--- config.mk ---
export PLATFORM = sky130hd
export DESIGN_NAME = rotary_encoder_with_push_button_unit
export DESIGN_NICKNAME = d
export VERILOG_FILES = /design/src/design/rotenc_pkg.sv /design/src/design/rotary_encoder_with_push_button_unit.sv
export SDC_FILE = /design/constraint.sdc
export NUM_CORES = 1
export LEC_CHECK = 0
export BUFFER_PORTS_ARGS = -buffer_cell sky130_fd_sc_hd__buf_2
export CAP_MARGIN = 20
export CORE_ASPECT_RATIO = 1.4
export CORE_UTILIZATION = 55
export CTS_CLUSTER_DIAMETER = 40
export CTS_CLUSTER_SIZE = 40
export DETAILED_ROUTE_END_ITERATION = 8
export PLACE_DENSITY = 0.82
export SYNTH_ARGS = -nofsm -noshare
export SYNTH_HDL_FRONTEND = slang
export SYNTH_SLANG_ARGS = --single-unit
--- constraint.sdc ---
create_clock -name aclk -period 5 [get_ports aclk]
set_input_delay 0 -clock aclk [delete_from_list [all_inputs] [get_ports aclk]]
set_output_delay 0 -clock aclk [all_outputs]
set_load 0.02 [all_outputs]
--- src/design/rotenc_pkg.sv ---
// shared types, register indexes and status bit layout for the rotary encoder unit
package rotenc_pkg;

    localparam int unsigned CfgIdxW  = 3;
    localparam int unsigned CfgDataW = 16;
    localparam int unsigned StatusW  = 7;
    localparam int unsigned StepW    = 10;

    typedef enum logic [CfgIdxW-1:0] {
        CFG_PRESS_DEBOUNCE   = 3'd0,
        CFG_RELEASE_DEBOUNCE = 3'd1,
        CFG_HOLD_TICKS       = 3'd2,
        CFG_DETENT_STEPS     = 3'd3,
        CFG_EVENT_MASK       = 3'd4
    } cfg_index_t;

    typedef logic [StatusW-1:0] status_t;

    localparam status_t ST_PRESSED  = 7'h01;
    localparam status_t ST_RELEASED = 7'h02;
    localparam status_t ST_CLICKED  = 7'h04;
    localparam status_t ST_HELD     = 7'h08;
    localparam status_t ST_TURNED   = 7'h10;
    localparam status_t ST_CW       = 7'h20;
    localparam status_t ST_ACW      = 7'h40;
    localparam status_t ST_TRIGGER  = ST_CLICKED | ST_HELD | ST_TURNED | ST_CW | ST_ACW;

    localparam status_t GRP_PRESS   = ST_PRESSED;
    localparam status_t GRP_RELEASE = ST_RELEASED | ST_CLICKED;
    localparam status_t GRP_HOLD    = ST_HELD | ST_PRESSED;
    localparam status_t GRP_TURN    = ST_TURNED | ST_CW | ST_ACW | ST_HELD;

    typedef enum logic [2:0] {
        QD_NONE,
        QD_DEC1,
        QD_INC1,
        QD_DEC2,
        QD_INC2
    } quad_step_t;

    typedef struct packed {
        logic button_active;
        logic chan_a;
        logic chan_b;
    } in_item_t;

    typedef struct packed {
        status_t status_bits;
        status_t fired_bits;
        logic    event_valid;
    } out_item_t;

    // transition code is {b, a, prev_b, prev_a}
    function automatic quad_step_t quad_decode(input logic [3:0] seq);
        quad_step_t res;
        res = QD_NONE;
        case (seq) inside
            4'd1, 4'd7, 4'd8, 4'd14:  res = QD_DEC1;
            4'd2, 4'd4, 4'd11, 4'd13: res = QD_INC1;
            4'd3, 4'd12:              res = QD_DEC2;
            4'd6, 4'd9:               res = QD_INC2;
            default:                  res = QD_NONE;
        endcase
        return res;
    endfunction

endpackage

--- src/design/rotary_encoder_with_push_button_unit.sv ---
// rotary encoder with push button: debounce, hold, quadrature counting and event report
//
//  channel | ports                          | payload
//  --------+--------------------------------+-----------------------------------------
//  input   | s_valid / s_ready / s_data     | button_active, chan_a, chan_b
//  result  | m_valid / m_ready / m_data     | status_bits, fired_bits, event_valid
//  config  | cfg_we / cfg_index / cfg_wdata | five registers, write only
//
//  one transfer per cycle while the result register is not stalled; a tick sits in the input
//  register while the update logic computes its result, which is then loaded into the result
//  register; every tick gives exactly one result
//  reset clears all control and state registers and loads the register reset values
//  a stalled result register holds the update stage; the input register still takes one
//  more transfer behind it
module rotary_encoder_with_push_button_unit (
    input  logic                                 aclk,
    input  logic                                 aresetn,
    input  logic                                 s_valid,
    output logic                                 s_ready,
    input  rotenc_pkg::in_item_t                 s_data,
    output logic                                 m_valid,
    input  logic                                 m_ready,
    output rotenc_pkg::out_item_t                m_data,
    input  logic                                 cfg_we,
    input  logic [rotenc_pkg::CfgIdxW-1:0]       cfg_index,
    input  logic [rotenc_pkg::CfgDataW-1:0]      cfg_wdata
);

    // configuration
    logic [7:0]                  press_dbn_reg;
    logic [7:0]                  release_dbn_reg;
    logic [15:0]                 hold_ticks_reg;
    logic [7:0]                  detent_reg;
    rotenc_pkg::status_t         mask_reg;

    // tick state
    logic                        accepted_level_reg, accepted_level_next;
    logic [7:0]                  debounce_count_reg, debounce_count_next;
    logic [15:0]                 hold_count_reg, hold_count_next;
    logic [1:0]                  prev_ab_reg, prev_ab_next;
    logic signed [rotenc_pkg::StepW-1:0] step_count_reg, step_count_next;
    rotenc_pkg::status_t         status_flags_reg, status_flags_next;

    // pipeline
    logic                        in_valid_reg;
    rotenc_pkg::in_item_t        in_data_reg;
    logic                        m_valid_reg;
    rotenc_pkg::out_item_t       m_data_reg, m_data_next;
    logic                        advance;

    assign advance = in_valid_reg && (!m_valid_reg || m_ready);
    assign s_ready = !in_valid_reg || advance;
    assign m_valid = m_valid_reg;
    assign m_data  = m_data_reg;

    always_ff @(posedge aclk) begin
        if (!aresetn) begin
            in_valid_reg <= 1'b0;
            m_valid_reg  <= 1'b0;
        end else begin
            if (s_ready) begin
                in_valid_reg <= s_valid;
            end
            if (advance) begin
                m_valid_reg <= 1'b1;
            end else if (m_ready) begin
                m_valid_reg <= 1'b0;
            end
        end
    end

    always_ff @(posedge aclk) begin
        if (s_ready && s_valid) begin
            in_data_reg <= s_data;
        end
        if (advance) begin
            m_data_reg <= m_data_next;
        end
    end

    // per-tick update
    always_comb begin
        logic [7:0]                  dbn_dec;
        logic signed [rotenc_pkg::StepW-1:0] step_tmp;
        logic [rotenc_pkg::StepW-1:0] mag;
        rotenc_pkg::status_t         flags;
        rotenc_pkg::status_t         groups;
        rotenc_pkg::status_t         fired;
        logic                        level;

        level               = in_data_reg.button_active;
        accepted_level_next = accepted_level_reg;
        debounce_count_next = debounce_count_reg;
        hold_count_next     = hold_count_reg;
        flags               = status_flags_reg;
        groups              = '0;
        dbn_dec             = debounce_count_reg - 8'd1;

        // button
        if (level == accepted_level_reg) begin
            if (level) begin
                debounce_count_next = release_dbn_reg;
                if (hold_count_reg != 16'd0) begin
                    hold_count_next = hold_count_reg - 16'd1;
                    if (hold_count_reg == 16'd1) begin
                        flags  = flags | rotenc_pkg::GRP_HOLD;
                        groups = groups | rotenc_pkg::GRP_HOLD;
                    end
                end
            end else begin
                debounce_count_next = press_dbn_reg;
                hold_count_next     = hold_ticks_reg;
            end
        end else begin
            debounce_count_next = dbn_dec;
            if (dbn_dec == 8'd0) begin
                accepted_level_next = level;
                if (level) begin
                    flags               = (flags & ~rotenc_pkg::ST_RELEASED)
                                          | rotenc_pkg::ST_PRESSED;
                    groups              = groups | rotenc_pkg::GRP_PRESS;
                    debounce_count_next = release_dbn_reg;
                end else begin
                    flags               = (flags & ~rotenc_pkg::ST_PRESSED)
                                          | rotenc_pkg::ST_RELEASED | rotenc_pkg::ST_CLICKED;
                    groups              = groups | rotenc_pkg::GRP_RELEASE;
                    debounce_count_next = press_dbn_reg;
                end
            end
        end

        // quadrature
        step_tmp = step_count_reg;
        case (rotenc_pkg::quad_decode({in_data_reg.chan_b, in_data_reg.chan_a, prev_ab_reg}))
            rotenc_pkg::QD_DEC1: begin
                if (step_count_reg > 0) begin
                    step_tmp = '0;
                end
                step_tmp = step_tmp - 10'sd1;
            end
            rotenc_pkg::QD_INC1: begin
                if (step_count_reg < 0) begin
                    step_tmp = '0;
                end
                step_tmp = step_tmp + 10'sd1;
            end
            rotenc_pkg::QD_DEC2: step_tmp = step_count_reg - 10'sd2;
            rotenc_pkg::QD_INC2: step_tmp = step_count_reg + 10'sd2;
            default:             step_tmp = step_count_reg;
        endcase
        prev_ab_next = {in_data_reg.chan_b, in_data_reg.chan_a};

        mag = (step_tmp < 0) ? 10'(-step_tmp) : 10'(step_tmp);
        step_count_next = step_tmp;
        if (mag >= {2'b00, detent_reg}) begin
            flags = (flags & ~(rotenc_pkg::ST_CW | rotenc_pkg::ST_ACW)) | rotenc_pkg::ST_TURNED
                    | ((step_tmp > 0) ? rotenc_pkg::ST_CW : rotenc_pkg::ST_ACW);
            groups          = groups | rotenc_pkg::GRP_TURN;
            step_count_next = '0;
        end

        fired             = mask_reg & groups;
        status_flags_next = flags & ~(fired & rotenc_pkg::ST_TRIGGER);

        m_data_next.status_bits = flags;
        m_data_next.fired_bits  = fired;
        m_data_next.event_valid = (fired != '0);
    end

    always_ff @(posedge aclk) begin
        if (!aresetn) begin
            press_dbn_reg      <= 8'd4;
            release_dbn_reg    <= 8'd4;
            hold_ticks_reg     <= 16'd0;
            detent_reg         <= 8'd0;
            mask_reg           <= '0;
            accepted_level_reg <= 1'b0;
            debounce_count_reg <= 8'd4;
            hold_count_reg     <= 16'd0;
            prev_ab_reg        <= 2'b00;
            step_count_reg     <= '0;
            status_flags_reg   <= '0;
        end else begin
            if (advance) begin
                accepted_level_reg <= accepted_level_next;
                debounce_count_reg <= debounce_count_next;
                hold_count_reg     <= hold_count_next;
                prev_ab_reg        <= prev_ab_next;
                step_count_reg     <= step_count_next;
                status_flags_reg   <= status_flags_next;
            end
            if (cfg_we) begin
                case (cfg_index)
                    rotenc_pkg::CFG_PRESS_DEBOUNCE:   press_dbn_reg   <= cfg_wdata[7:0];
                    rotenc_pkg::CFG_RELEASE_DEBOUNCE: release_dbn_reg <= cfg_wdata[7:0];
                    rotenc_pkg::CFG_HOLD_TICKS: begin
                        hold_ticks_reg <= cfg_wdata;
                        hold_count_reg <= cfg_wdata;
                    end
                    rotenc_pkg::CFG_DETENT_STEPS:     detent_reg      <= cfg_wdata[7:0];
                    rotenc_pkg::CFG_EVENT_MASK:       mask_reg        <= cfg_wdata[6:0];
                    default: ;
                endcase
            end
        end
    end

    // checks
    a_fired_in_mask: assert property (@(posedge aclk) disable iff (!aresetn)
        m_valid_reg |-> ((m_data_reg.fired_bits & ~mask_reg) == '0))
        else $error("fired bits outside enable mask");

    a_event_valid: assert property (@(posedge aclk) disable iff (!aresetn)
        m_valid_reg |-> (m_data_reg.event_valid == (m_data_reg.fired_bits != '0)))
        else $error("event_valid disagrees with fired bits");

    a_dir_exclusive: assert property (@(posedge aclk) disable iff (!aresetn)
        m_valid_reg |-> !(m_data_reg.status_bits[5] && m_data_reg.status_bits[6]))
        else $error("cw and acw both reported");

    a_press_release_exclusive: assert property (@(posedge aclk) disable iff (!aresetn)
        !(status_flags_reg[0] && status_flags_reg[1]))
        else $error("pressed and released both set");

    a_step_bounded: assert property (@(posedge aclk) disable iff (!aresetn)
        !(step_count_reg > 10'sd256 || step_count_reg < -10'sd256))
        else $error("step count out of range");

endmodule

# After elaboration in Yosys (flattened, before gate mapping)
# Cells that the tools add are included.
[totals] regBits=111 input_bits=27 out_inout_bits=17 wordCells=116
[classes] addsub=7 magnitude_cmp=5 eq_ne=22 n_mux=37 n_bitwise=5 reduce_logical=21
[ops] cell="16-bit 2-to-1 mux" count=6
[ops] cell="10-bit 2-to-1 mux" count=6
[ops] cell="10-bit case mux with 4 select lines" count=1
[ops] cell="7-bit 2-to-1 mux" count=5
[ops] cell="4-bit == test (second input constant)" count=6
[ops] cell="3-bit 2-to-1 mux" count=8
[ops] cell="4-bit 2-to-1 mux" count=6
[ops] cell="8-bit 2-to-1 mux" count=3
[ops] cell="10-bit by 1-bit greater-than comparator with 1-bit output (second input constant)" count=2
[ops] cell="10-bit by 1-bit < comparator with 1-bit output (second input constant)" count=2
[ops] cell="16-bit by 1-bit == test with 1-bit output (second input constant)" count=1
[ops] cell="16-bit nonzero test" count=1
[ops] cell="16-bit by 1-bit subtractor with 16-bit output (second input constant)" count=1
[ops] cell="7-bit AND" count=2
[ops] cell="3-bit by 2-bit == test with 1-bit output (second input constant)" count=4
[ops] cell="4-bit by 3-bit == test with 1-bit output (second input constant)" count=3
[ops] cell="10-bit by 2-bit adder with 10-bit output (second input constant)" count=1
[ops] cell="10-bit by 3-bit adder with 10-bit output (second input constant)" count=1
[ops] cell="10-bit by 8-bit greater-or-equal comparator with 1-bit output" count=1
[ops] cell="10-bit negation" count=1
[ops] cell="2-bit AND reduction" count=5
[ops] cell="10-bit by 2-bit subtractor with 10-bit output (second input constant)" count=1
[ops] cell="10-bit by 3-bit subtractor with 10-bit output (second input constant)" count=1
[ops] cell="4-bit by 2-bit == test with 1-bit output (second input constant)" count=2
[ops] cell="other kinds (19)" count=27

# Logic depth before layout (Yosys ltp)
[logic_depth] depth_word=17 mapped_depth=22 mapped_depth_nobuf=19

# Worst setup path after synthesis
# Ideal clock, no wire load.
[synth_path] path_type="flip-flop to flip-flop" from="register in_data_reg[1] in the netlist's numbering" to="register m_data_reg, in the netlist m_data[12] (data pin)" setup_time_ns=0.262 arrival_time_ns=5.035 required_time_ns=4.738 slack_ns=-0.297 stages_incl_launch_ff=22 path_buffers=3 period_less_slack_ns=5.297 path_cell_list="edfxtp_1 > buf_2 > nor2b_1 > a31oi_1 > ha_1 > and3_1 > a221oi_1 > o21ai_0 > xnor2_1 > a221oi_1 > clkbuf_1 > a41oi_1 > xnor2_1 > ha_1 > and3_1 > a21oi_1 > o21ai_0 > o22ai_1 > and3b_1 > a221oi_4 > buf_6 > or2_2"
[synth_rtl] item="from (decl)" line="rotary_encoder_with_push_button_unit.sv:46" text="rotenc_pkg::in_item_t in_data_reg;"
[synth_rtl] item="from (signal assigned)" line="rotary_encoder_with_push_button_unit.sv:74" text="in_data_reg <= s_data;"
[synth_rtl] item="to (signal assigned)" line="rotary_encoder_with_push_button_unit.sv:77" text="m_data_reg <= m_data_next;"
[synth_rtl] item="to (decl)" line="rotary_encoder_with_push_button_unit.sv:48" text="rotenc_pkg::out_item_t m_data_reg, m_data_next;"

# Final worst setup path
[layout_path] from="register in_data_reg[1] in the netlist's numbering" to="register status_flags_reg[3]"
[layout_between] elab_chain_cells=15 word_cells_on_any_way=34 cone_classes="1 x add/sub; 2 x order compare; 16 x eq/ne; 8 x mux; 3 x bitwise; 4 x reduce/logical"
[layout_rtl] item="4-bit by 3-bit == test with 1-bit output / 4-bit == test (equally long branches)" line="rotary_encoder_with_push_button_unit.sv:134" text="case (rotenc_pkg::quad_decode({in_data_reg.chan_b, in_data_reg.chan_a, prev_ab_reg}))"
[layout_rtl] item="2-bit OR reduction" line="rotenc_pkg.sv:57" text="case (seq) inside"
[layout_rtl] item="3-bit 2-to-1 mux (3 in a row)" line="rotenc_pkg.sv:57"
[layout_rtl] item="3-bit 2-to-1 mux (*)" line="rotenc_pkg.sv:57"
[layout_rtl] item="3-bit == test (tied with other cells)" line="rotary_encoder_with_push_button_unit.sv:134"
[layout_rtl] item="10-bit case mux with 4 select lines (*)" line="rotary_encoder_with_push_button_unit.sv:134"
[layout_rtl] item="10-bit negation / 10-bit by 1-bit < comparator with 1-bit output (equally long branches)" line="rotary_encoder_with_push_button_unit.sv:153" text="mag = (step_tmp < 0) ? 10'(-step_tmp) : 10'(step_tmp);"
[layout_rtl] item="10-bit 2-to-1 mux (*)" line="rotary_encoder_with_push_button_unit.sv:153"
[layout_rtl] item="10-bit by 8-bit greater-or-equal comparator with 1-bit output (*)" line="rotary_encoder_with_push_button_unit.sv:155" text="if (mag >= {2'b00, detent_reg}) begin"
[layout_rtl] item="7-bit 2-to-1 mux" line="rotary_encoder_with_push_button_unit.sv:155"
[layout_rtl] item="7-bit AND" line="rotary_encoder_with_push_button_unit.sv:162" text="fired = mask_reg & groups;"
[layout_rtl] item="7-bit NOT" line="rotary_encoder_with_push_button_unit.sv:163" text="status_flags_next = flags & ~(fired & rotenc_pkg::ST_TRIGGER);"
[layout_rtl] item="7-bit AND (*)" line="rotary_encoder_with_push_button_unit.sv:163"
[layout_rtl] item="to (signal assigned)" line="rotary_encoder_with_push_button_unit.sv:190" text="status_flags_reg <= status_flags_next;"
[layout_rtl] item="to (decl)" line="rotary_encoder_with_push_button_unit.sv:42" text="rotenc_pkg::status_t status_flags_reg, status_flags_next;"
# Mark *: on every way between the ends. The rest lies on a longest branch, timed or not.
# A chain may end at the register's enable or synchronous reset.

==> results.yml <==
timing:
  setup_viol_count_final: 0
  max_freq_mhz: 210.6
  skew_ns: 0.009999
  slew_headroom_pct: 42.10
  finalSetupTns_ns: 0
  rsz0062_at_grt: "false"
  final.period_utilization_pct: 94.99
  timing.hold.ws_ns: 0.1439
  worstMarginPinSlew_ns: 0.8686
  maxSlewViolCount: 0
  timing.final.ws_setup_ns: 0.2506
  layout_min_cycle_time_ns: 4.749
  hold_viol_final: 0
synthesis:
  synth_fp_nets: 856
  ys_seq_area_share_pct: 36.82
  synth_edf_count: 18
  synth_ff_type: "dfxtp_1"
  syn_area_um2: 6525
  synth_cell_types: 67
  synth_top_area_share_pct: 28.53
  yosys.area.top_type: "dfxtp_1"
  yosysWarningCount: 0
  postSynthAreaPerCell_um2: 8.106
  syn-instance-count: 805
  yosys-top-cells-area: "dfxtp_1, edfxtp_1, nand2_1"
  synthArstFlopShare_pct: 0
  ys_ff_latch: 111
placed_design:
  dp_slack_ns: -0.2043
  io_buffer_count: 43
  gp_congestion: 0.9683
  dpl.cell_count: 967
  dp_hpwl_um: 12320
route:
  routed_wl_um: 17590
  num_vias: 6310
  postRouteAntennaNets: 0
  wire_per_inst_um: 17.44
  vias_per_cell: 6.254
  drtIter0Drc: 270
  drc_errors: 0
  drt_first_pass_iters: 6
pwr:
  p_sw_w: 0.0007776
  finalPower_w: 0.002424
  intPower_w: 0.001646
  combPwrFrac_pct: 28.6
  leakage_nw: 2.876
  p_seq_share_pct: 40.6
  vdd_ir_drop_max_mv: 0.2475
  p_per_area_nw_per_um2: 321.9
  power.share.clock_pct: 30.8
  netSwitchingFraction_pct: 32.08
finish:
  diodes: 0
  final-instance-count-excl-fill: 1009
  drive_above_1_share_pct: 13.06
  mostFrequentLayoutCells: "nand2_1, dfxtp_1, a21oi_1"
  final_common_cell: "nand2_1"
  fin_nets: 911
  area_growth_pct: 15.40
global_route:
  grt_pass1_vias: 6210
  grt_pass1_wl_um: 28620
  grt_max_degree: 78
  grt_remaining_overflow: 0
  grt_usage_pct: 29.68
  antenna_found_initial: 0
setup_path:
  timing.reg2reg.setup_slack_ns: 0.25
  cp-end-kind: "flip-flop"
  reg2reg_depth: 21
  cp_max_fo: 14
  crit_end: "status_flags_reg[3]$_SDFFE_PN0P_"
  start_kind: "flip-flop"
  r2r-end: "status_flags_reg[3]$_SDFFE_PN0P_"
  cp.arrival_ns: 5.00
  reg2reg_from: "in_data_reg[1]$_DFFE_PP_"
  crit_type: "reg -> reg"
  crit_start: "in_data_reg[1]$_DFFE_PP_"
  required_ns: 5.25
clock_network:
  h-tree-depth: 3
  cts_root_buf: "clkbuf_16"
  insertion_delay_ns: 0.36
  numClockSinks: 111
  cts_buffers: 9
  path_clk_slew_ns: 0.08
  cts_tree: "yes"
  clockBufferDepth: 2
floorplan:
  start_util_pct: 56.97
  die_w_um: 94.06
  core-area_um2: 11450
  die_h_um: 130.9
  num_rows: 46
  io_pins: 44
  fp.dieArea_um2: 12310
min_path:
  min_path_type: "in -> reg"
run:
  cap_viol_max_count: 0
status:
  status: "finished, final reports clean"
==> what timing repair did <==
item	CTS	global route
endpoints found under the setup margin	21	21
hold endpoints to repair	52	0
gates resized for setup	1	8
hold buffers	23	0
setup buffers	1	2
pin swaps	1	1
==> power groups by stage <==
stage / clock, W / sequential, W / combinational [W]
after detailed placement: 0 / 0.00100 / 0.000630
final: 0.000747 / 0.000984 / 0.000693
after CTS: 0.000759 / 0.000983 / 0.000671
after global placement: 0 / 0.00100 / 0.000610
after floorplan: 0 / 0.00100 / 0.000466
after global routing: 0.000787 / 0.000988 / 0.000758
==> synth_stat cells (3+ instances only) <==
library cell / instances
a211o_1: 3
a211oi_1: 7
a21o_1: 6
a21oi_1: 80
a221oi_1: 9
a311oi_1: 3
a31oi_1: 11
a41oi_1: 3
and2_1: 9
and3_1: 9
and4_1: 3
buf_1: 3
buf_2: 9
clkbuf_1: 33
clkinv_1: 3
dfxtp_1: 93
edfxtp_1: 18
ha_1: 23
inv_1: 22
mux2i_1: 23
nand2_1: 126
nand2b_1: 4
nand3_1: 29
nand3b_1: 4
nand4_1: 7
nor2_1: 59
nor2b_1: 9
nor3_1: 18
nor4_1: 6
o211ai_1: 3
o21a_1: 5
o21ai_0: 40
o221a_2: 4
o221ai_1: 8
o22ai_1: 10
o31ai_1: 13
or2_2: 6
or3_1: 8
or4_1: 6
xnor2_1: 20
xor2_1: 14
==> routing by layer <==
metal  global-route usage (%)  share of wire [%]
met5                        0                  0
met4                    20.45                5.4
met3                    4.398                6.4
met2                    54.01                 52
met1                    31.25                 37
==> metrics by stage <==
stage,area [µm²],utilization [%]
global placement,6895,60.20
finish,7530,65.74
floorplan,6539,-
detailed placement,6895,60.20
CTS,7466,65.18
global route,7530,65.74
==> kinds of logic (layout without fill, tap and decap cells) <==
kind of cell    Yosys count  count (layout)  share of synthesized area, %
simple gates            312             312                         22.59
compound gates          227             227                         23.01
flops                   111             111                         36.82
buf+inv                  74             134                         4.775
xor+xnor                 34              34                         4.564
fa+ha+maj                24              24                         4.717
mux                      23              23                         3.528
==> critical path, cell delays in order, from the launching register on <==
cell and delay (ns):
edfxtp_1 0.45, nor4bb_4 0.35, a31oi_4 0.11, fa_2 0.41, a21o_1 0.22, a221oi_2 0.27
o21ai_0 0.16, xnor2_1 0.17, a221oi_2 0.27, buf_4 0.20, buf_4 0.11, nor2_1 0.04
xnor2_1 0.13, ha_1 0.29, a21oi_1 0.06, o21ai_0 0.27, o22ai_2 0.13, and3b_1 0.20
a221oi_4 0.30, buf_12 0.17, nor3b_1 0.05, o31a_1 0.30
==> worst min path at each step <==
stage                  from                         endpoint  cells past startpoint  slack (ns)
3_5_place_dp      s_data[0]         in_data_reg[0]$_DFFE_PP_                      1        0.18
5_1_grt        cfg_index[1]  release_dbn_reg[7]$_SDFFE_PN0P_                      4        0.17
6_report       cfg_index[1]  release_dbn_reg[1]$_SDFFE_PN0P_                      4        0.14
3_3_place_gp      s_data[2]         in_data_reg[2]$_DFFE_PP_                      1        0.18
4_1_cts        cfg_index[1]  release_dbn_reg[5]$_SDFFE_PN0P_                      4        0.13
2_1_floorplan     s_data[0]         in_data_reg[0]$_DFFE_PP_                      0         0.1
==> area by class of cell <==
cell class / instances / area (µm²)
clock buffers: 9 / 225.2
well taps: 144 / 180.2
fillers: 932 / 3924
inverters: 25 / 93.84
repair buffers: 93 / 660.6
clock inverters: 7 / 88.84
flip-flops and latches: 111 / 2402
multi-input cells: 620 / 3879
No activity file was read; power rests on OpenSTA's default activity.
